## src/nearest_integer_power_defines.svh

```systemverilog
// Assertion macros for the nearest integer power block.
// Included by the top level; it depends on nothing else.
`ifndef NEAREST_INTEGER_POWER_DEFINES_SVH
`define NEAREST_INTEGER_POWER_DEFINES_SVH
`ifndef SYNTHESIS
// Implication in the same cycle.
`define NIP_ASSERT_IMP(label, clk, rst, ante, cons) \
  label: assert property (@(posedge clk) disable iff (rst) (ante) |-> (cons)) \
    else $error("nearest_integer_power: same-cycle check failed");
// Implication into the next cycle.
`define NIP_ASSERT_NXT(label, clk, rst, ante, cons) \
  label: assert property (@(posedge clk) disable iff (rst) (ante) |=> (cons)) \
    else $error("nearest_integer_power: next-cycle check failed");
`else
`define NIP_ASSERT_IMP(label, clk, rst, ante, cons)
`define NIP_ASSERT_NXT(label, clk, rst, ante, cons)
`endif
`endif

```

## src/nip_pkg.sv

```systemverilog
// Shared types, constants and the microcode ROM of the nearest integer power block.
// Used by the sequencer and the top level; depends on nothing.
`timescale 1ns / 1ps
package nip_pkg;

  localparam int VALUE_WIDTH_DEF = 16;
  localparam int IN_W  = 16;
  localparam int EXP_W = 5;
  localparam int OUT_W = 32;

  // Largest exponent used; higher requests are clamped to it.
  localparam logic [EXP_W-1:0] MAX_EXPONENT = 5'd31;
  localparam logic [EXP_W-1:0] EXP_ZERO     = 5'd0;
  localparam logic [EXP_W-1:0] EXP_ONE      = 5'd1;

  // Microcode step addresses.
  typedef enum logic [2:0] {
    ST_IDLE  = 3'd0,
    ST_CHECK = 3'd1,
    ST_TRY   = 3'd2,
    ST_MUL   = 3'd3,
    ST_CMP   = 3'd4,
    ST_UP    = 3'd5,
    ST_MULU  = 3'd6,
    ST_FIN   = 3'd7
  } step_t;

  // Jump conditions.
  typedef enum logic [2:0] {
    JC_ALWAYS   = 3'd0,
    JC_START    = 3'd1,
    JC_SPECIAL  = 3'd2,
    JC_CNT_LAST = 3'd3,
    JC_BIT_LAST = 3'd4
  } jcond_t;

  // One control word: datapath strobes, then the jump condition and both targets.
  typedef struct packed {
    logic   init;
    logic   try_ld;
    logic   up_ld;
    logic   mul;
    logic   cmp;
    logic   fin;
    jcond_t cond;
    step_t  tgt_t;
    step_t  tgt_f;
  } uword_t;

  // Status flags from the datapath to the sequencer.
  typedef struct packed {
    logic start_ok;
    logic special;
    logic cnt_last;
    logic bit_last;
  } flags_t;

  // The program. The root is built one bit at a time from the top; each trial base
  // is raised to the exponent on the shared multiplier, then the base above the
  // root is raised to give the upper power.
  function automatic uword_t ucode(step_t step);
    uword_t w;
    w = '0;
    w.cond  = JC_ALWAYS;
    w.tgt_t = ST_IDLE;
    w.tgt_f = ST_IDLE;
    unique case (step)
      ST_IDLE: begin
        w.cond  = JC_START;
        w.tgt_t = ST_CHECK;
        w.tgt_f = ST_IDLE;
      end
      ST_CHECK: begin
        w.init  = 1'b1;
        w.cond  = JC_SPECIAL;
        w.tgt_t = ST_FIN;
        w.tgt_f = ST_TRY;
      end
      ST_TRY: begin
        w.try_ld = 1'b1;
        w.tgt_t  = ST_MUL;
        w.tgt_f  = ST_MUL;
      end
      ST_MUL: begin
        w.mul   = 1'b1;
        w.cond  = JC_CNT_LAST;
        w.tgt_t = ST_CMP;
        w.tgt_f = ST_MUL;
      end
      ST_CMP: begin
        w.cmp   = 1'b1;
        w.cond  = JC_BIT_LAST;
        w.tgt_t = ST_UP;
        w.tgt_f = ST_TRY;
      end
      ST_UP: begin
        w.up_ld = 1'b1;
        w.tgt_t = ST_MULU;
        w.tgt_f = ST_MULU;
      end
      ST_MULU: begin
        w.mul   = 1'b1;
        w.cond  = JC_CNT_LAST;
        w.tgt_t = ST_FIN;
        w.tgt_f = ST_MULU;
      end
      ST_FIN: begin
        w.fin   = 1'b1;
        w.tgt_t = ST_IDLE;
        w.tgt_f = ST_IDLE;
      end
      default: begin
        w.tgt_t = ST_IDLE;
        w.tgt_f = ST_IDLE;
      end
    endcase
    return w;
  endfunction

endpackage

```

## src/nip_seq.sv

```systemverilog
// Microcode sequencer of the nearest integer power block: step counter,
// control ROM and conditional jumps. Depends on nip_pkg.
`timescale 1ns / 1ps
module nip_seq (
  input  logic            clk,
  input  logic            rst,
  input  nip_pkg::flags_t flags,
  output nip_pkg::uword_t uword,
  output logic            busy
);
  import nip_pkg::*;

  step_t pc;
  step_t pc_next;
  logic  take;

  // Control word of the current step.
  assign uword = ucode(pc);

  // Choose the next step from the jump condition.
  always_comb begin
    unique case (uword.cond)
      JC_ALWAYS:   take = 1'b1;
      JC_START:    take = flags.start_ok;
      JC_SPECIAL:  take = flags.special;
      JC_CNT_LAST: take = flags.cnt_last;
      JC_BIT_LAST: take = flags.bit_last;
      default:     take = 1'b1;
    endcase
    pc_next = take ? uword.tgt_t : uword.tgt_f;
  end

  // Step counter.
  always_ff @(posedge clk) begin
    if (rst) begin
      pc <= ST_IDLE;
    end else begin
      pc <= pc_next;
    end
  end

  assign busy = (pc != ST_IDLE);

endmodule

```

## src/nearest_integer_power.sv

```systemverilog
// Top level of the nearest integer power block: datapath with one shared multiplier.
// Depends on nip_pkg, nip_seq and nearest_integer_power_defines.svh.
`timescale 1ns / 1ps
`include "nearest_integer_power_defines.svh"
// Usage:
// An item (value, exponent) is taken at a rising edge where start is high and busy
// is low. The block answers each item with one result on nearest_power, marked by
// done for exactly one cycle; the receiver must take it then, as it cannot stall.
// busy is low again in the cycle where done is high, so the next item may be
// started while the result is on the ports.
// With p the clamped exponent and R = (VALUE_WIDTH+1)/2 root bits: for p of 0 or 1
// the result is chosen directly after the check; for p of 2 up, the work is done on
// the single multiplier: each of the R trial root bits raises a base to the exponent
// with one multiplication a cycle, and the upper power needs p more multiplications.
// One item is worked on at a time; the next one can be taken at the earliest at the
// edge that ends the done cycle.
// Synchronous reset returns the sequencer to idle and clears done; any item in
// progress is dropped.
module nearest_integer_power #(
  parameter int VALUE_WIDTH = nip_pkg::VALUE_WIDTH_DEF
) (
  input  logic                       clk,
  input  logic                       rst,
  input  logic                       start,
  input  logic [nip_pkg::IN_W-1:0]   value,
  input  logic [nip_pkg::EXP_W-1:0]  exponent,
  output logic                       busy,
  output logic                       done,
  output logic [nip_pkg::OUT_W-1:0]  nearest_power
);
  import nip_pkg::*;

  localparam int RB    = (VALUE_WIDTH + 1) / 2;
  localparam int BW    = RB + 1;
  localparam int AW    = VALUE_WIDTH + 2;
  localparam int PW    = AW + BW;
  localparam int BIT_W = $clog2(RB);
  localparam int EXT_W = VALUE_WIDTH + IN_W;
  localparam int RES_W = AW + OUT_W;

  // Saturation level for powers: above twice any value, so the order is kept.
  localparam logic [AW-1:0]    CAP      = {1'b1, {(VALUE_WIDTH + 1){1'b0}}};
  localparam logic [AW-1:0]    ACC_ONE  = {{(AW - 1){1'b0}}, 1'b1};
  localparam logic [BW-1:0]    BASE_ONE = {{(BW - 1){1'b0}}, 1'b1};
  localparam logic [BIT_W-1:0] LAST_BIT = BIT_W'(RB - 1);

  uword_t uword;
  flags_t flags;

  logic [VALUE_WIDTH-1:0] v;
  logic [EXP_W-1:0]       p;
  logic [BW-1:0]          lo;
  logic [BW-1:0]          trial;
  logic [AW-1:0]          acc;
  logic [AW-1:0]          low_pow;
  logic [EXP_W-1:0]       cnt;
  logic [BIT_W-1:0]       bit_idx;

  logic [EXT_W-1:0]       value_ext;
  logic [VALUE_WIDTH-1:0] v_in;
  logic [EXP_W-1:0]       p_in;
  logic [AW-1:0]          v_a;
  logic [PW-1:0]          prod;
  logic [AW-1:0]          acc_mul;
  logic [AW-1:0]          diff_lo;
  logic [AW-1:0]          diff_up;
  logic [AW-1:0]          res;
  logic [RES_W-1:0]       res_ext;

  nip_seq u_seq (
    .clk   (clk),
    .rst   (rst),
    .flags (flags),
    .uword (uword),
    .busy  (busy)
  );

  // Input conditioning: keep the low value bits and clamp the exponent.
  assign value_ext = {{VALUE_WIDTH{1'b0}}, value};
  assign v_in      = value_ext[VALUE_WIDTH-1:0];
  assign p_in      = (exponent > MAX_EXPONENT) ? MAX_EXPONENT : exponent;
  assign v_a       = {2'b00, v};

  // Status for the sequencer.
  assign flags.start_ok = start && !busy;
  assign flags.special  = (p == EXP_ZERO) || (p == EXP_ONE);
  assign flags.cnt_last = (cnt == EXP_ONE);
  assign flags.bit_last = (bit_idx == '0);

  // Shared multiplier with saturation at the cap.
  assign prod    = {{BW{1'b0}}, acc} * {{AW{1'b0}}, trial};
  assign acc_mul = (prod > {{BW{1'b0}}, CAP}) ? CAP : prod[AW-1:0];

  // Final choice: for p of 2 up, lower power unless the upper one is strictly nearer.
  always_comb begin
    diff_lo = v_a - low_pow;
    diff_up = acc - v_a;
    if (p == EXP_ZERO) begin
      res = (v != '0) ? ACC_ONE : '0;
    end else if (p == EXP_ONE) begin
      res = v_a;
    end else if (diff_lo <= diff_up) begin
      res = low_pow;
    end else begin
      res = acc;
    end
    res_ext = {{OUT_W{1'b0}}, res};
  end

  // Datapath registers: the operands are loaded on acceptance, the rest under their control word bits.
  always_ff @(posedge clk) begin
    if (flags.start_ok) begin
      v <= v_in;
      p <= p_in;
    end
    if (uword.init) begin
      lo      <= '0;
      low_pow <= '0;
      bit_idx <= LAST_BIT;
    end
    if (uword.try_ld) begin
      trial <= lo | (BASE_ONE << bit_idx);
      acc   <= ACC_ONE;
      cnt   <= p;
    end
    if (uword.up_ld) begin
      trial <= lo + BASE_ONE;
      acc   <= ACC_ONE;
      cnt   <= p;
    end
    if (uword.mul) begin
      acc <= acc_mul;
      cnt <= cnt - EXP_ONE;
    end
    if (uword.cmp) begin
      if (acc <= v_a) begin
        lo      <= trial;
        low_pow <= acc;
      end
      bit_idx <= bit_idx - BIT_W'(1);
    end
    if (uword.fin) begin
      nearest_power <= res_ext[OUT_W-1:0];
    end
  end

  // Result strobe.
  always_ff @(posedge clk) begin
    if (rst) begin
      done <= 1'b0;
    end else begin
      done <= uword.fin;
    end
  end

  // Checks on the sequencing and the datapath.
  `NIP_ASSERT_IMP(a_done_idle, clk, rst, done, !busy)
  `NIP_ASSERT_NXT(a_accept_busy, clk, rst, start && !busy, busy)
  `NIP_ASSERT_IMP(a_acc_cap, clk, rst, uword.mul || uword.cmp, acc <= CAP)
  `NIP_ASSERT_NXT(a_low_below, clk, rst, uword.cmp, low_pow <= v_a)

endmodule
```

## config.mk

```make
export PLATFORM = sky130hd
export DESIGN_NAME = nearest_integer_power
export DESIGN_NICKNAME = d
export VERILOG_FILES = /design/src/nip_pkg.sv /design/src/nip_seq.sv /design/src/nearest_integer_power.sv
export VERILOG_INCLUDE_DIRS = /design/src /design/src/src
export SDC_FILE = /design/constraint.sdc
export NUM_CORES = 1
export LEC_CHECK = 0
export BUFFER_PORTS_ARGS = -buffer_cell sky130_fd_sc_hd__buf_2
export CAP_MARGIN = 40
export CORE_ASPECT_RATIO = 0.8
export CORE_MARGIN = 1
export CORE_UTILIZATION = 60
export DETAILED_ROUTE_END_ITERATION = 10
export PLACE_DENSITY = 0.83
export SLEW_MARGIN = 20
export SYNTH_ARGS = -nofsm -noshare
export SYNTH_HDL_FRONTEND = slang
export SYNTH_SLANG_ARGS = --single-unit
export TNS_END_PERCENT = 30
```

## constraint.sdc

```tcl
create_clock -name clk -period 7.8 [get_ports clk]
set_input_delay 0.39 -clock clk [delete_from_list [all_inputs] [get_ports clk]]
set_output_delay 0.39 -clock clk [all_outputs]
set_load 0.02 [all_outputs]
```

# --- Word-level counts from Yosys, hierarchy flattened ---
# Index checks and enable logic that the tools add are counted.
word_totals:
  elab_cells: 79
  romBits: 0
  output_inout_bits: 34
  register_bits: 105
  latchBits: 0
  n_memories: 0
  input_bits: 24
  ram_bits: 0
classes:
  reduce_logical: 12
  order_cmp: 4
  bitwise: 1
  mul: 1
  n_addsub: 5
  n_div: 0
  shift: 1
  muxes: 31
  eq_ne: 13
ops:
  columns: ["cell", "n"]
  rows:
  - ["18-bit 2-to-1 mux", 10]
  - ["6-bit one-hot mux with 8 select lines", 1]
  - ["9-bit 2-to-1 mux", 5]
  - ["27-bit by 18-bit greater-than comparator with 1-bit output (second input constant)", 1]
  - ["18-bit by 9-bit multiplier with 27-bit output", 1]
  - ["18-bit by 16-bit less-or-equal comparator with 1-bit output", 1]
  - ["18-bit less-or-equal comparator", 1]
  - ["16-bit by 18-bit subtractor with 18-bit output", 1]
  - ["18-bit by 16-bit subtractor with 18-bit output", 1]
  - ["16-bit nonzero test", 1]
  - ["3-bit == test (second input constant)", 5]
  - ["5-bit 2-to-1 mux", 3]
  - ["3-bit by 2-bit == test with 1-bit output (second input constant)", 4]
  - ["3-bit one-hot mux with 4 select lines", 1]
  - ["5-bit by 1-bit == test with 1-bit output (second input constant)", 2]
  - ["9-bit by 1-bit adder with 9-bit output (second input constant)", 1]
  - ["3-bit 2-to-1 mux", 3]
  - ["9-bit bitwise OR", 1]
  - ["1-bit by 3-bit left shift with 9-bit output (first input constant)", 1]
  - ["1-bit 2-to-1 mux", 7]
  - ["3-bit by 1-bit == test with 1-bit output (second input constant)", 2]
  - ["3-bit zero test", 2]
  - ["3-bit nonzero test", 2]
  - ["5-bit greater-than comparator (second input constant)", 1]
  - ["other kinds (9)", 10]

# --- Logic depth before layout (Yosys ltp) ---
logic_depth:
  ltp_word: 6
  depth_mapped: 25
  mapped_depth_nobuf: 21

# --- Modules after synthesis ---
# Synthesis repeated with hierarchy kept, for this count alone.
unflattened:
  cells_unflattened: 1371
  hier_area_um2: 12324.3
by_module_without_submodules:
  columns: ["mod", "area_each_um2", "seq_area_each_um2", "n_inst", "cells_each"]
  rows:
  - ["nearest_integer_power", 12027.8, 2782.7, 1, 1328]
  - ["nip_seq", 296.5, 60.1, 1, 43]

# --- Worst setup path after synthesis ---
# Ideal clock, no wire load.
synth_path:
  kind: "register -> register"
  start: "register trial[6]"
  end: "register acc[14] (data pin)"
  period_less_slack_ns: 5.882
  required_time_ns: 7.631
  t_arrival_ns: 5.714
  stages_incl_launch_ff: 23
  slack_ns: 1.918
  path_buffers: 4
  path_cell_list: "edfxtp_1 -> clkbuf_1 -> inv_1 -> clkbuf_1 -> nor2_1 -> fa_1 -> fa_1 -> fa_1 -> inv_1 -> fa_1 -> inv_1 -> ha_1 -> a21oi_1 -> o21ai_0 -> a22o_2 -> a2111o_1 -> a31oi_1 -> o21bai_1 -> xor2_1 -> or4_4 -> buf_6 -> buf_12 -> nor4b_4"
synth_between:
  elab_chain_len: 4
synth_lines:
  columns: ["element", "line", "text"]
  rows:
  - ["start, declared", "nearest_integer_power.sv:53", "logic [BW-1:0] trial;"]
  - ["start signal, assigned", "nearest_integer_power.sv:122", "trial <= lo | (BASE_ONE << bit_idx);"]
  - ["start signal, assigned", "nearest_integer_power.sv:127", "trial <= lo + BASE_ONE;"]
  - ["18-bit by 9-bit multiplier with 27-bit output (*)", "nearest_integer_power.sv:91", "assign prod = {{BW{1'b0}}, acc} * {{AW{1'b0}}, trial};"]
  - ["27-bit by 18-bit greater-than comparator with 1-bit output", "nearest_integer_power.sv:92", "assign acc_mul = (prod > {{BW{1'b0}}, CAP}) ? CAP : prod[AW-1:0];"]
  - ["18-bit 2-to-1 mux (*)", "nearest_integer_power.sv:92", null]
  - ["18-bit 2-to-1 mux (*)", "nearest_integer_power.sv:131", "if (uword.mul) begin"]
  - ["end signal, assigned", "nearest_integer_power.sv:132", "acc <= acc_mul;"]
  - ["end, declared", "nearest_integer_power.sv:54", "logic [AW-1:0] acc;"]
# Mark *: on every way between the ends. The rest lies on a longest branch, timed or not.
# A chain may end at the register's enable or synchronous reset.

# --- Worst setup path in the final report ---
layout_path:
  start: "register trial[8]"
  end: "register acc[10] (data pin)"
# The elaborated chain is that of the path after synthesis.

==> results by group <==
Synth
  – Mux share of post-synthesis cell area: 4.07%
  – Async set-reset flop share out of synthesis: 0%
  – Area leader, netlist: fa_1
  – Synthesized flop and latch total: 105
  – Mean Syn Cell Area: 8.90 um^2
  – Number of synthesis warnings: 0
  – EDFF count, synth: 74
  – Post-synthesis sequential area ratio: 24.1%
  – Post-synthesis adder-cell area fraction: 31.0%
  – Most area-consuming cells after synthesis: fa_1, edfxtp_1, ha_1
  – Synthesized area: 11800 um^2
  – Largest family of logic cells by synthesized area: adder cells
  – Synth Area in Simple Gates: 15.7%
  – Synth unique cells: 67
  – Gate Count Post-Synth: 1328
  – Xor/xnor cell area share of the yosys netlist: 3.56%
  – Most used flip-flop cell after synthesis: edfxtp_1
  – Compound-Gate Fraction of Synth Area: 11.1%
  – Post-synth top area share: 19.5%

Timing
  – RSZ-0062 raised after global routing: false
  – Final slew viol count: 0
  – Final Cycle Share: 86.6%
  – Post-layout min period: 6.75 ns
  – Measured slew at the worst slew-check pin: 0.848 ns
  – Maximum clock frequency: 148 MHz
  – Layout Skew: 0.0149 ns
  – Final setup vio count: 0
  – Final Hold Fails: 0
  – Setup TNS: 0 ns
  – Slew headroom: 43.5%

Status
  – Status: finished clean

Clock tree
  – CTS Root Cell: clkbuf_16
  – Clock Latency Late Sink: 0.38 ns
  – Hold_buf cts: 0
  – TritonCTS clock tree: built
  – CTS sink cnt: 105
  – Clk slew on worst S/H paths: 0.08 ns
  – CTS H-Tree Depth: 3
  – # resized after CTS: 0
  – Setup bufs post-CTS: 0
  – Clk buf depth: 2
  – CTS buffer count: 9

Place
  – Port buffer count: 43
  – DP Cell Count: 1583
  – Gpl congestion: 0.940
  – Final HPWL DP: 22500 um

Worst setup path
  – Worst-path maximum fanout: 17
  – R2r endpoint: acc[10]
  – Setup Crit Path Kind: reg -> reg
  – Crit path from: trial[8]
  – Startpoint type of the worst setup path: flip-flop
  – Crit path DAT: 6.89 ns
  – CP endpoint: acc[10]
  – Worst path required time: 7.94 ns
  – Flop2flop setup slack: 1.05 ns
  – Endpoint type of the worst setup path: flip-flop
  – Cells on worst reg2reg path: 18
  – Reg2Reg Launch Point: trial[8]

Floorplan
  – Num ports: 58
  – Initial Utilization: 61.7%
  – Core footprint: 19100 um^2
  – Die Ht: 128 um
  – Die extent in x: 159 um
  – Die area: 20300 um^2
  – Row cnt: 45

GRT
  – Initial antenna violation count: 0
  – First-pass GRT wire length: 47400 um
  – Total gr overflow: 0
  – Vias in the first global route: 9396
  – GRT Util Overall: 29.9%
  – Largest net degree at the start of global routing: 35

Drt
  – DRT iter0 DRCs: 928
  – Routed wire per std cell: 18.0 um
  – Met3 wire length: 2680 um
  – Avg Vias per Cell: 5.89
  – DRT met1 WL: 12300 um
  – Max Used Layer: met4
  – Drt drc: 0
  – WL final: 28800 um
  – Vias: 9422
  – Antenna-violating nets left: 0
  – Met2 WL: 13000 um
  – Initial DRT Pass Iterations: 5

Final layout
  – Layout Utilization: 65.2%
  – Ant diodes: 0
  – Area delta synth->final: 5.68%
  – Final net count: 1584
  – Layout cells sized above 1: 7.46%
  – Cell Count, Final, Fillers Out: 1599

Hold path
  – Hold Path Class: in -> reg

Run
  – Maxcap violations: 0
## stage by stage
| step | hold slack, ns | area [um^2] | worst slack, ns |
|---|---|---|---|
| final | 0.186 | 12500 | 1.05 |
| after global routing | 0.174 | 12500 | 0.632 |
| after CTS | 0.176 | 12500 | 1.19 |
| after detailed placement | 0.477 | 12200 | 1.28 |
| after global placement | 0.463 | 12100 | 1.50 |
| after floorplan | 0.450 | 11900 | 1.92 |
## layer usage
layer / global-route usage, % / vias to the layer above
met5: 0 / -
met4: 9.22 / 0
met3: 6.85 / 69
met2: 48.2 / 463
met1: 40.2 / 4540
li1: - / 4350
## synth_stat cells, types with 5 or more instances
library cell,number
a21oi_1,51
a211oi_1,6
dfxtp_1,31
or2_2,5
ha_1,109
and3_1,10
fa_1,115
nand3_1,28
nor4_1,15
mux2i_1,48
buf_4,14
o21a_1,6
nor2_1,121
inv_1,235
and2_1,14
a31oi_1,7
clkbuf_1,45
nor2b_1,8
nor3_1,13
xor2_1,21
xnor2_1,27
a21o_1,31
nand4_1,14
a311oi_1,5
nor3_2,8
nand2_1,147
o31ai_1,6
o21ai_0,40
buf_2,5
o21bai_1,8
nand2b_1,6
edfxtp_1,74
## worst max-delay path: stages, from the launching register on
cell and delay [ns]:
edfxtp_1 0.65, clkinv_1 0.42, nor2_1 0.30, fa_1 0.46
fa_1 0.52, fa_1 0.56, inv_1 0.06, fa_1 0.53
inv_1 0.04, ha_1 0.33, a21oi_1 0.15, o21ai_0 0.17
a22o_2 0.27, a2111o_1 0.45, a41oi_2 0.23, or4b_1 0.15
nand3_1 0.11, or4_4 0.68, nor4_1 0.45
## kinds of logic (layout without fill, tap and decap cells)
logic type / count (synthesis) / count (layout)
fa+ha+maj: 224 / 224
mux: 48 / 48
simple gates: 400 / 400
other cells: 1 / 14
flops: 105 / 105
xor+xnor: 48 / 48
buf+inv: 306 / 306
compound gates: 196 / 196
## sequential cells by signal (all words and copies together), names as in the netlist
register	count
trial	9
cnt	5
acc	18
low_pow	18
done	1
u_seq.pc	3
lo	9
nearest_power	18
p	5
v	16
bit_idx	3
## layout by cell type (no fill, tap or decap), drive strengths merged, types with 7 or more instances in the layout
cell type | Yosys | layout
a21o | 32 | 32
a21oi | 53 | 53
a31oi | 7 | 7
and2 | 14 | 14
and3 | 10 | 10
buf | 23 | 52
clkbuf | 45 | 9
conb | 1 | 14
dfxtp | 31 | 31
edfxtp | 74 | 74
fa | 115 | 115
ha | 109 | 109
inv | 235 | 239
mux2i | 48 | 48
nand2 | 147 | 147
nand3 | 28 | 28
nand4 | 14 | 14
nor2 | 121 | 121
nor2b | 8 | 8
nor3 | 21 | 21
nor4 | 16 | 16
o21ai | 44 | 44
o21bai | 8 | 8
xnor2 | 27 | 27
xor2 | 21 | 21
## cell type report
class                           instances  area, um^2
Multi-Input combinational cell        930        7820
Fill cell                            1525        6660
Sequential cell                       105        2840
Inverter                              238         893
Tap cell                              258         323
Timing Repair Buffer                   52         302
Clock buffer                            9         225
Clock inverter                          7        77.6
## how the worst min path moves through the flow
stage	cells after the start	startpoint	endpoint	slack, ns
3_5_place_dp	2	low_pow[3]	low_pow[3]	0.48
6_report	1	exponent[1]	p[1]	0.19
5_1_grt	1	exponent[3]	p[3]	0.17
2_1_floorplan	2	lo[8]	lo[8]	0.45
4_1_cts	1	exponent[3]	p[3]	0.18
3_3_place_gp	2	low_pow[8]	low_pow[8]	0.46
Power is not shown: default switching activity piles up to over one toggle a cycle in this logic, so the estimate is an artifact.
